`config.mk`:
```
export PLATFORM = sky130hd
export DESIGN_NAME = double_to_custom_float_unit
export DESIGN_NICKNAME = d
export VERILOG_FILES = /design/src/rtl/dtcf_pkg.sv /design/src/rtl/double_to_custom_float_unit.sv
export SDC_FILE = /design/constraint.sdc
export NUM_CORES = 2
export LEC_CHECK = 0
export BUFFER_PORTS_ARGS = -buffer_cell sky130_fd_sc_hd__buf_2
export CAP_MARGIN = 30
export CELL_PAD_IN_SITES_DETAIL_PLACEMENT = 1
export CELL_PAD_IN_SITES_GLOBAL_PLACEMENT = 2
export CORE_AREA = 2 2 361 363
export CTS_CLUSTER_DIAMETER = 60
export DETAILED_ROUTE_END_ITERATION = 8
export DIE_AREA = 0 0 363 365
export PLACE_DENSITY_LB_ADDON = 0.3
export SLEW_MARGIN = 20
export SYNTH_ARGS = -nofsm -noshare
export SYNTH_HDL_FRONTEND = slang
export SYNTH_SLANG_ARGS = --single-unit
```
`constraint.sdc`:
```
create_clock -name clk_i -period 15.2 [get_ports clk_i]
set_clock_uncertainty 0.05 [all_clocks]
set_input_delay 0 -clock clk_i [delete_from_list [all_inputs] [get_ports clk_i]]
set_output_delay 0 -clock clk_i [all_outputs]
set_load 0.01 [all_outputs]
```
`src/rtl/dtcf_pkg.sv`:
```
// ----------------------------------------------------------------------------
// Double to custom float package
// Shared widths, constants and register indexes of the double to custom float
// conversion unit.
// ----------------------------------------------------------------------------
package dtcf_pkg;

  localparam int unsigned DblW     = 64;
  localparam int unsigned DblExpW  = 11;
  localparam int unsigned DblFracW = 52;
  localparam int unsigned ExpBias  = 1023;

  localparam int unsigned TotW     = 7;
  localparam int unsigned ExpW     = 6;
  localparam int unsigned CfgIdxW  = 1;
  localparam int unsigned CfgDataW = 7;

  localparam logic [TotW-1:0] TotReset = 7'd32;
  localparam logic [ExpW-1:0] ExpReset = 6'd8;

  localparam logic [CfgIdxW-1:0] CFG_TOTAL_BITS    = 1'b0;
  localparam logic [CfgIdxW-1:0] CFG_EXPONENT_BITS = 1'b1;

  localparam int unsigned NumStages = 7;

  typedef logic [DblW-1:0]     dbl_t;
  typedef logic [CfgIdxW-1:0]  cfg_idx_t;
  typedef logic [CfgDataW-1:0] cfg_data_t;

endpackage

```
`src/rtl/double_to_custom_float_unit.sv`:
```
// ----------------------------------------------------------------------------
// Double to custom float conversion unit
// Repacks a binary64 bit pattern into a float format of configurable total
// and exponent width, with half-up rounding of the fraction.
// ----------------------------------------------------------------------------
//  Channel   Signals                                   Direction
//  cfg       cfg_valid_i/cfg_ready_o, index, data      in (register write)
//  in        in_valid_i/in_ready_o, double_bits_i      in (one value)
//  out       out_valid_o/out_ready_i, packed_value_o   out (one result)
//
// Seven register stages; a request is accepted in every cycle in which the
// input stage can advance, and its result passes through stages 0 to 6 to the
// output, where it is held while the output is stalled.
// Rate is one request per cycle unless stalled, set by the seven-stage pipeline.
// A stalled output holds its result; bubbles inside the pipeline still close up.
// Reset clears the valid bits and sets total_bits to 32 and exponent_bits to 8.
// The configuration port is always ready.
module double_to_custom_float_unit (
  input  logic                clk_i,
  input  logic                rst_ni,
  input  logic                cfg_valid_i,
  output logic                cfg_ready_o,
  input  dtcf_pkg::cfg_idx_t  cfg_index_i,
  input  dtcf_pkg::cfg_data_t cfg_data_i,
  input  logic                in_valid_i,
  output logic                in_ready_o,
  input  dtcf_pkg::dbl_t      double_bits_i,
  output logic                out_valid_o,
  input  logic                out_ready_i,
  output dtcf_pkg::dbl_t      packed_value_o
);
  import dtcf_pkg::*;

  typedef enum logic [2:0] {
    CLS_NUM,
    CLS_INF,
    CLS_NAN,
    CLS_ZERO,
    CLS_UNF
  } cls_e;

  function automatic logic [3:0] lz13(input logic [12:0] x);
    logic [3:0] n;
    logic       found;
    n     = 4'd13;
    found = 1'b0;
    for (int i = 0; i < 13; i++) begin
      if (!found && x[12-i]) begin
        n     = 4'(i);
        found = 1'b1;
      end
    end
    return n;
  endfunction

  // Configuration registers and derived format constants.
  logic [TotW-1:0] total_q;
  logic [ExpW-1:0] expo_q;
  logic [TotW-1:0] tot_s, eb_lim, eb_s;
  logic [5:0]      fb_d, fb_q;
  logic [63:0]     erange64;
  logic [60:0]     bias_d, bias_q;
  logic [61:0]     erange_d, erange_q;
  dbl_t            inf_pat_d, inf_pat_q;
  dbl_t            sign_pat_d, sign_pat_q;

  assign cfg_ready_o = 1'b1;

  always_ff @(posedge clk_i or negedge rst_ni) begin
    if (!rst_ni) begin
      total_q <= TotReset;
      expo_q  <= ExpReset;
    end else if (cfg_valid_i && cfg_ready_o) begin
      unique case (cfg_index_i)
        CFG_TOTAL_BITS:    total_q <= cfg_data_i[TotW-1:0];
        CFG_EXPONENT_BITS: expo_q  <= cfg_data_i[ExpW-1:0];
        default: ;
      endcase
    end
  end

  always_comb begin
    if (total_q < 7'd3) begin
      tot_s = 7'd3;
    end else if (total_q > 7'd64) begin
      tot_s = 7'd64;
    end else begin
      tot_s = total_q;
    end
    eb_lim = tot_s - 7'd2;
    if (expo_q == '0) begin
      eb_s = 7'd1;
    end else if ({1'b0, expo_q} > eb_lim) begin
      eb_s = eb_lim;
    end else begin
      eb_s = {1'b0, expo_q};
    end
    fb_d       = 6'(tot_s - eb_s - 7'd1);
    erange64   = (64'd1 << eb_s) - 64'd1;
    erange_d   = erange64[61:0];
    bias_d     = erange64[61:1];
    inf_pat_d  = erange64 << fb_d;
    sign_pat_d = 64'd1 << (tot_s - 7'd1);
  end

  always_ff @(posedge clk_i) begin
    fb_q       <= fb_d;
    bias_q     <= bias_d;
    erange_q   <= erange_d;
    inf_pat_q  <= inf_pat_d;
    sign_pat_q <= sign_pat_d;
  end

  // Pipeline flow control.
  logic [NumStages-1:0] v_q;
  logic [NumStages-1:0] en;

  always_comb begin
    en[NumStages-1] = !v_q[NumStages-1] || out_ready_i;
    for (int i = NumStages - 2; i >= 0; i--) begin
      en[i] = !v_q[i] || en[i+1];
    end
  end

  assign in_ready_o = en[0];

  always_ff @(posedge clk_i or negedge rst_ni) begin
    if (!rst_ni) begin
      v_q <= '0;
    end else begin
      if (en[0]) begin
        v_q[0] <= in_valid_i;
      end
      for (int i = 1; i < NumStages; i++) begin
        if (en[i]) begin
          v_q[i] <= v_q[i-1];
        end
      end
    end
  end

  // Stage 0: input register.
  dbl_t d0_q;

  always_ff @(posedge clk_i) begin
    if (en[0]) begin
      d0_q <= double_bits_i;
    end
  end

  // Stage 1: decode and per-group leading zero counts.
  logic [DblExpW-1:0]  e0;
  logic [DblFracW-1:0] f0;
  cls_e                cls1_d, cls1_q;
  logic                sign1_q;
  logic [DblExpW-1:0]  e1_q;
  logic [DblFracW-1:0] f1_q;
  logic [3:0]          nz1_d, nz1_q;
  logic [3:0]          glz1_d [4];
  logic [3:0]          glz1_q [4];

  assign e0 = d0_q[DblW-2:DblFracW];
  assign f0 = d0_q[DblFracW-1:0];

  always_comb begin
    if (e0 == '1) begin
      cls1_d = (f0 != '0) ? CLS_NAN : CLS_INF;
    end else if (e0 == '0 && f0 == '0) begin
      cls1_d = CLS_ZERO;
    end else begin
      cls1_d = CLS_NUM;
    end
    for (int g = 0; g < 4; g++) begin
      nz1_d[g]  = (f0[51-13*g -: 13] != '0);
      glz1_d[g] = lz13(f0[51-13*g -: 13]);
    end
  end

  always_ff @(posedge clk_i) begin
    if (en[1]) begin
      cls1_q  <= cls1_d;
      sign1_q <= d0_q[DblW-1];
      e1_q    <= e0;
      f1_q    <= f0;
      nz1_q   <= nz1_d;
      glz1_q  <= glz1_d;
    end
  end

  // Stage 2: normalise the significand.
  logic [5:0]          lz2;
  logic [52:0]         m2_d, m2_q;
  logic signed [11:0]  e2_d, e2_q;
  cls_e                cls2_q;
  logic                sign2_q;

  always_comb begin
    if (nz1_q[0]) begin
      lz2 = {2'b0, glz1_q[0]};
    end else if (nz1_q[1]) begin
      lz2 = 6'd13 + {2'b0, glz1_q[1]};
    end else if (nz1_q[2]) begin
      lz2 = 6'd26 + {2'b0, glz1_q[2]};
    end else begin
      lz2 = 6'd39 + {2'b0, glz1_q[3]};
    end
    if (e1_q == '0) begin
      m2_d = 53'({1'b0, f1_q} << (lz2 + 6'd1));
      e2_d = -$signed({6'b0, lz2});
    end else begin
      m2_d = {1'b1, f1_q};
      e2_d = $signed({1'b0, e1_q});
    end
  end

  always_ff @(posedge clk_i) begin
    if (en[2]) begin
      m2_q    <= m2_d;
      e2_q    <= e2_d;
      cls2_q  <= cls1_q;
      sign2_q <= sign1_q;
    end
  end

  // Stage 3: re-bias the exponent.
  logic signed [63:0] exps3_d, exps3_q;
  logic [52:0]        m3_q;
  cls_e               cls3_q;
  logic               sign3_q;

  assign exps3_d = $signed({{52{e2_q[11]}}, e2_q}) - 64'sd1023
                 + $signed({3'b0, bias_q});

  always_ff @(posedge clk_i) begin
    if (en[3]) begin
      exps3_q <= exps3_d;
      m3_q    <= m2_q;
      cls3_q  <= cls2_q;
      sign3_q <= sign2_q;
    end
  end

  // Stage 4: range checks and shift amount.
  logic        ovf4, unf4, sub4;
  logic [7:0]  t8;
  logic [5:0]  t4_d, t4_q;
  logic [61:0] hib4_d, hib4_q;
  logic [63:0] expm1;
  cls_e        cls4_d, cls4_q;
  logic [52:0] m4_q;
  logic        sign4_q;

  always_comb begin
    ovf4  = exps3_q >= $signed({2'b0, erange_q});
    unf4  = exps3_q < -$signed({58'b0, fb_q});
    sub4  = exps3_q[63] || (exps3_q == '0);
    t8    = 8'd62 - {2'b0, fb_q} - exps3_q[7:0];
    expm1 = 64'(exps3_q) - 64'd1;
    if (sub4) begin
      t4_d   = t8[5:0];
      hib4_d = '0;
    end else begin
      t4_d   = 6'd61 - fb_q;
      hib4_d = expm1[61:0];
    end
    if (cls3_q != CLS_NUM) begin
      cls4_d = cls3_q;
    end else if (ovf4) begin
      cls4_d = CLS_INF;
    end else if (unf4) begin
      cls4_d = CLS_UNF;
    end else begin
      cls4_d = CLS_NUM;
    end
  end

  always_ff @(posedge clk_i) begin
    if (en[4]) begin
      t4_q    <= t4_d;
      hib4_q  <= hib4_d;
      cls4_q  <= cls4_d;
      m4_q    <= m3_q;
      sign4_q <= sign3_q;
    end
  end

  // Stage 5: align fraction and exponent.
  logic [62:0] z5_q;
  dbl_t        hi5_q;
  cls_e        cls5_q;
  logic        sign5_q;

  always_ff @(posedge clk_i) begin
    if (en[5]) begin
      z5_q    <= {m4_q, 10'b0} >> t4_q;
      hi5_q   <= {2'b0, hib4_q} << fb_q;
      cls5_q  <= cls4_q;
      sign5_q <= sign4_q;
    end
  end

  // Stage 6: round and assemble.
  logic [62:0] r6;
  dbl_t        num6;
  dbl_t        pv6_d, pv6_q;
  cls_e        cls6_q;

  always_comb begin
    r6    = {1'b0, z5_q[62:1]} + 63'(z5_q[0]);
    num6  = hi5_q + 64'(r6);
    pv6_d = '0;
    case (cls5_q)
      CLS_NUM:  pv6_d = (sign5_q ? sign_pat_q : '0) | num6;
      CLS_INF:  pv6_d = (sign5_q ? sign_pat_q : '0) | inf_pat_q;
      CLS_NAN:  pv6_d = inf_pat_q;
      CLS_UNF:  pv6_d = sign5_q ? sign_pat_q : '0;
      default:  pv6_d = '0;
    endcase
  end

  always_ff @(posedge clk_i) begin
    if (en[6]) begin
      pv6_q  <= pv6_d;
      cls6_q <= cls5_q;
    end
  end

  assign out_valid_o    = v_q[NumStages-1];
  assign packed_value_o = pv6_q;

  // Results never carry bits above the configured format width.
  a_upper_zero: assert property (@(posedge clk_i) disable iff (!rst_ni)
    out_valid_o |-> ((packed_value_o & ~((sign_pat_q << 1) - 64'd1)) == '0))
    else $error("result has bits above the format width");

  // NaN and zero inputs give results without the sign bit.
  a_unsigned_cls: assert property (@(posedge clk_i) disable iff (!rst_ni)
    (out_valid_o && (cls6_q == CLS_NAN || cls6_q == CLS_ZERO))
      |-> ((packed_value_o & sign_pat_q) == '0))
    else $error("NaN or zero result carries a sign");

  // An accepted request always lands in the input stage.
  a_accept_lands: assert property (@(posedge clk_i) disable iff (!rst_ni)
    (in_valid_i && in_ready_o) |=> v_q[0])
    else $error("accepted request lost at the input stage");

  // A stage that is full and cannot advance keeps its data; checked on stage 5.
  a_stage5_hold: assert property (@(posedge clk_i) disable iff (!rst_ni)
    (v_q[5] && !en[5]) |=> (v_q[5] && $stable(z5_q) && $stable(hi5_q)))
    else $error("stalled stage lost its data");

endmodule

```
==> impl_metrics.env <==
export IMPL_status="finished, final reports clean"
export IMPL_cts_sinks=872
export IMPL_routabilityCongestion=0.966
export IMPL_grtUsageTotal_pct=33.2
export IMPL_area_growth_pct=12.6
export IMPL_hpwl_um=172000
export IMPL_cp_arrival_ns=9.35
export IMPL_critPathCaptureType="flip-flop"
export IMPL_ios=144
export IMPL_netlist_area_leader_share_pct=34.2
export IMPL_slew_viol_final=0
export IMPL_via_per_inst=6.25
export IMPL_fmax_mhz=114
export IMPL_cts_buffers=103
export IMPL_clockBufferDepth=3
export IMPL_startpoint_type="flip-flop"
export IMPL_slew_headroom_pct=28.0
export IMPL_rr_startpoint="total_q[3]$_DFFE_PN0P_"
export IMPL_synthArstFlopShare_pct=2.29
export IMPL_worstHoldStart="cfg_data_i[2]"
export IMPL_fin_nets=6509
export IMPL_vias=49100
export IMPL_drv_cap=0
export IMPL_synth_flop_cell="edfxtp_1"
export IMPL_hp_class="input port to flip-flop"
export IMPL_rrSetupSlack_ns=6.43
export IMPL_cts_max_level=3
export IMPL_yosys_warnings=0
export IMPL_std_cell_rows=132
export IMPL_layout_commonest_cell="nor2_1"
export IMPL_yosysTopAreaCell="edfxtp_1"
export IMPL_setup_viol=0
export IMPL_period_minus_slack_ns=8.77
export IMPL_rr_endpoint="inf_pat_q[58]$_DFF_P_"
export IMPL_grt_pass1_wl_um=329000
export IMPL_cts_tree="done"
export IMPL_r2r_cells=24
export IMPL_drcViolationCount=0
export IMPL_port_buffers=142
export IMPL_initial_core_util_pct=44.8
export IMPL_wl_per_cell_um=28.5
export IMPL_netlist_area_mm2=0.0576
export IMPL_path_class="flip-flop to flip-flop"
export IMPL_antenna_found_initial=2
export IMPL_yosys_top_cells_area="edfxtp_1, ha_1, dfxtp_1, mux2i_1, nor2_1"
export IMPL_synth_fp_nets=6358
export IMPL_first_global_vias=49100
export IMPL_rsz0062_at_grt="false"
export IMPL_synth_avg_cell_area_um2=9.71
export IMPL_drt_total_wl_um=224000
export IMPL_core_mm2=0.129
export IMPL_cp_max_fo=46
export IMPL_antenna_left=0
export IMPL_required_ns=15.78
export IMPL_cts_root_buf="clkbuf_16"
export IMPL_min_delay_worst_endpoint="expo_q[2]$_DFFE_PN0P_"
export IMPL_die_w_um=363
export IMPL_synth_edf_count=656
export IMPL_die_area_mm2=0.132
export IMPL_drive_gt1_share_pct=11.2
export IMPL_ys_seq_elements=872
export IMPL_hold_viol=0
export IMPL_setup_tns_ns=0
export IMPL_min_path_cells=3
export IMPL_seq_area_frac_synth_pct=41.8
export IMPL_synthesis_instances=5937
export IMPL_cts_clk_slew_worst_paths_ns=0.06
export IMPL_grt_overflow=0
export IMPL_worstMarginPinSlew_ns=1.07
export IMPL_drt_initial_drc_count=4886
export IMPL_clk_latency_ns=0.72
export IMPL_period_share_pct=57.7
export IMPL_synth_distinct_cells=110
export IMPL_final_cell_mix="nor2_1, edfxtp_1, nand2_1"
export IMPL_grt_max_degree=98
export IMPL_die_h_um=365
export IMPL_post_cts_buffers=0
export IMPL_fillers=14200
export IMPL_firstDrtPassIters=8
-- how the worst max path moves through the flow --
stage | end | from | slack [ns]
2_1_floorplan | cls1_q[0]$_DFFE_PP_ | v_q[6]$_DFFE_PN0P_ | 7.32
3_3_place_gp | inf_pat_q[58]$_DFF_P_ | total_q[3]$_DFFE_PN0P_ | 6.75
3_5_place_dp | inf_pat_q[58]$_DFF_P_ | total_q[3]$_DFFE_PN0P_ | 6.76
4_1_cts | inf_pat_q[58]$_DFF_P_ | total_q[3]$_DFFE_PN0P_ | 6.73
5_1_grt | inf_pat_q[58]$_DFF_P_ | total_q[3]$_DFFE_PN0P_ | 6.11
6_report | inf_pat_q[58]$_DFF_P_ | total_q[3]$_DFFE_PN0P_ | 6.43
-- layer usage --
metal  share of wire, %  GRT usage, %  wire, um
met4                6.3          18.8     14100
met3                5.8          4.34     13000
met2                 45          52.0     99600
met5             0.0076             0        17
met1                 43          44.5     97200
-- kinds of logic (layout without fill, tap and decap cells) --
family | Yosys count | count (layout) | synth area share (%)
compound gates | 1490 | 1490 | 16.8
xor+xnor | 214 | 214 | 3.26
fa+ha+maj | 344 | 344 | 7.54
buf+inv | 614 | 853 | 4.16
flops | 872 | 872 | 41.8
mux | 506 | 506 | 11.3
other cells | 2 | 4 | 0.0130
simple gates | 1895 | 1895 | 15.0
-- cell usage after synthesis (all sizes together), types with 59 or more instances --
| cell type | n |
|---|---|
| nand3 | 89 |
| mux4 | 107 |
| edfxtp | 656 |
| dfxtp | 196 |
| nand2 | 541 |
| nor3 | 132 |
| o22ai | 94 |
| o21ai | 317 |
| mux2i | 304 |
| nor2 | 710 |
| a21oi | 390 |
| nand2b | 59 |
| nor2b | 81 |
| clkbuf | 253 |
| ha | 338 |
| nand4 | 63 |
| a22oi | 70 |
| xor2 | 69 |
| inv | 281 |
| a21o | 117 |
| a211oi | 90 |
| mux2 | 95 |
| buf | 76 |
| xnor2 | 145 |
-- critical path, stage by stage, from the launching register on --
cell	delay [ns]
dfrtp_1	0.48
or4_4	0.61
a21oi_4	0.31
inv_2	0.20
ha_1	0.33
nor4b_1	0.18
a221o_1	0.34
inv_2	0.23
ha_1	0.33
and3_1	0.22
o21a_1	0.16
o21ai_2	0.13
buf_4	0.40
a21o_1	0.68
inv_2	0.36
nand2_1	0.32
o221ai_1	0.21
or3_1	0.72
or3_4	0.52
nor2_1	0.25
mux2_2	0.22
mux2i_1	0.11
a2111oi_1	0.92
a211oi_1	0.13
a22oi_1	0.23
-- repair_timing --
action | in CTS | in global routing
resized for setup | 0 | 0
setup endpoints to repair | 0 | 0
hold buffers | 152 | 0
hold endpoints to repair | 99 | 0
-- metrics by stage --
stage / cell area (um2) / std cells / setup slack, ns / hold WS (ns) / utilization (%)
6_report: 64900 / 7853 / 6.43 / 0.0914 / 50.4
5_1_grt: 64900 / 7851 / 6.11 / 0.0946 / 50.4
4_1_cts: 64800 / 7846 / 6.73 / 0.0420 / 50.4
3_5_place_dp: 59900 / 7501 / 6.76 / 0.0482 / 46.6
3_3_place_gp: 59800 / 7496 / 6.75 / 0.0469 / 46.5
2_1_floorplan: 57600 / 5937 / 7.32 / -0.346 / -
-- area by class of cell --
cell class                      count  area, um2  area share [%]
Tap cell                         1675       2100            3.23
Inverter                          285       1070            1.65
Sequential cell                   872      24100            37.2
Antenna cell                        2       5.00         0.00771
Timing Repair Buffer              375       2940            4.54
Multi-Input combinational cell   4451      31300            48.2
Clock buffer                      138       2840            4.38
Clock inverter                     55        524           0.808
-- registers in the layout, indices dropped and copies added, names as in the netlist, 6 cells and up --
signal,cells
m4_q,53
e2_q,12
hi5_q,64
hib4_q,62
fb_q,6
t4_q,6
f1_q,52
m3_q,53
e1_q,11
erange_q,61
m2_q,53
inf_pat_q,64
packed_value_o,64
total_q,7
v_q,7
d0_q,64
expo_q,6
glz1_q,16
sign_pat_q,64
exps3_q,63
z5_q,63
Power is not shown: default switching activity piles up to over one toggle a cycle in this logic, so the estimate is an artifact.
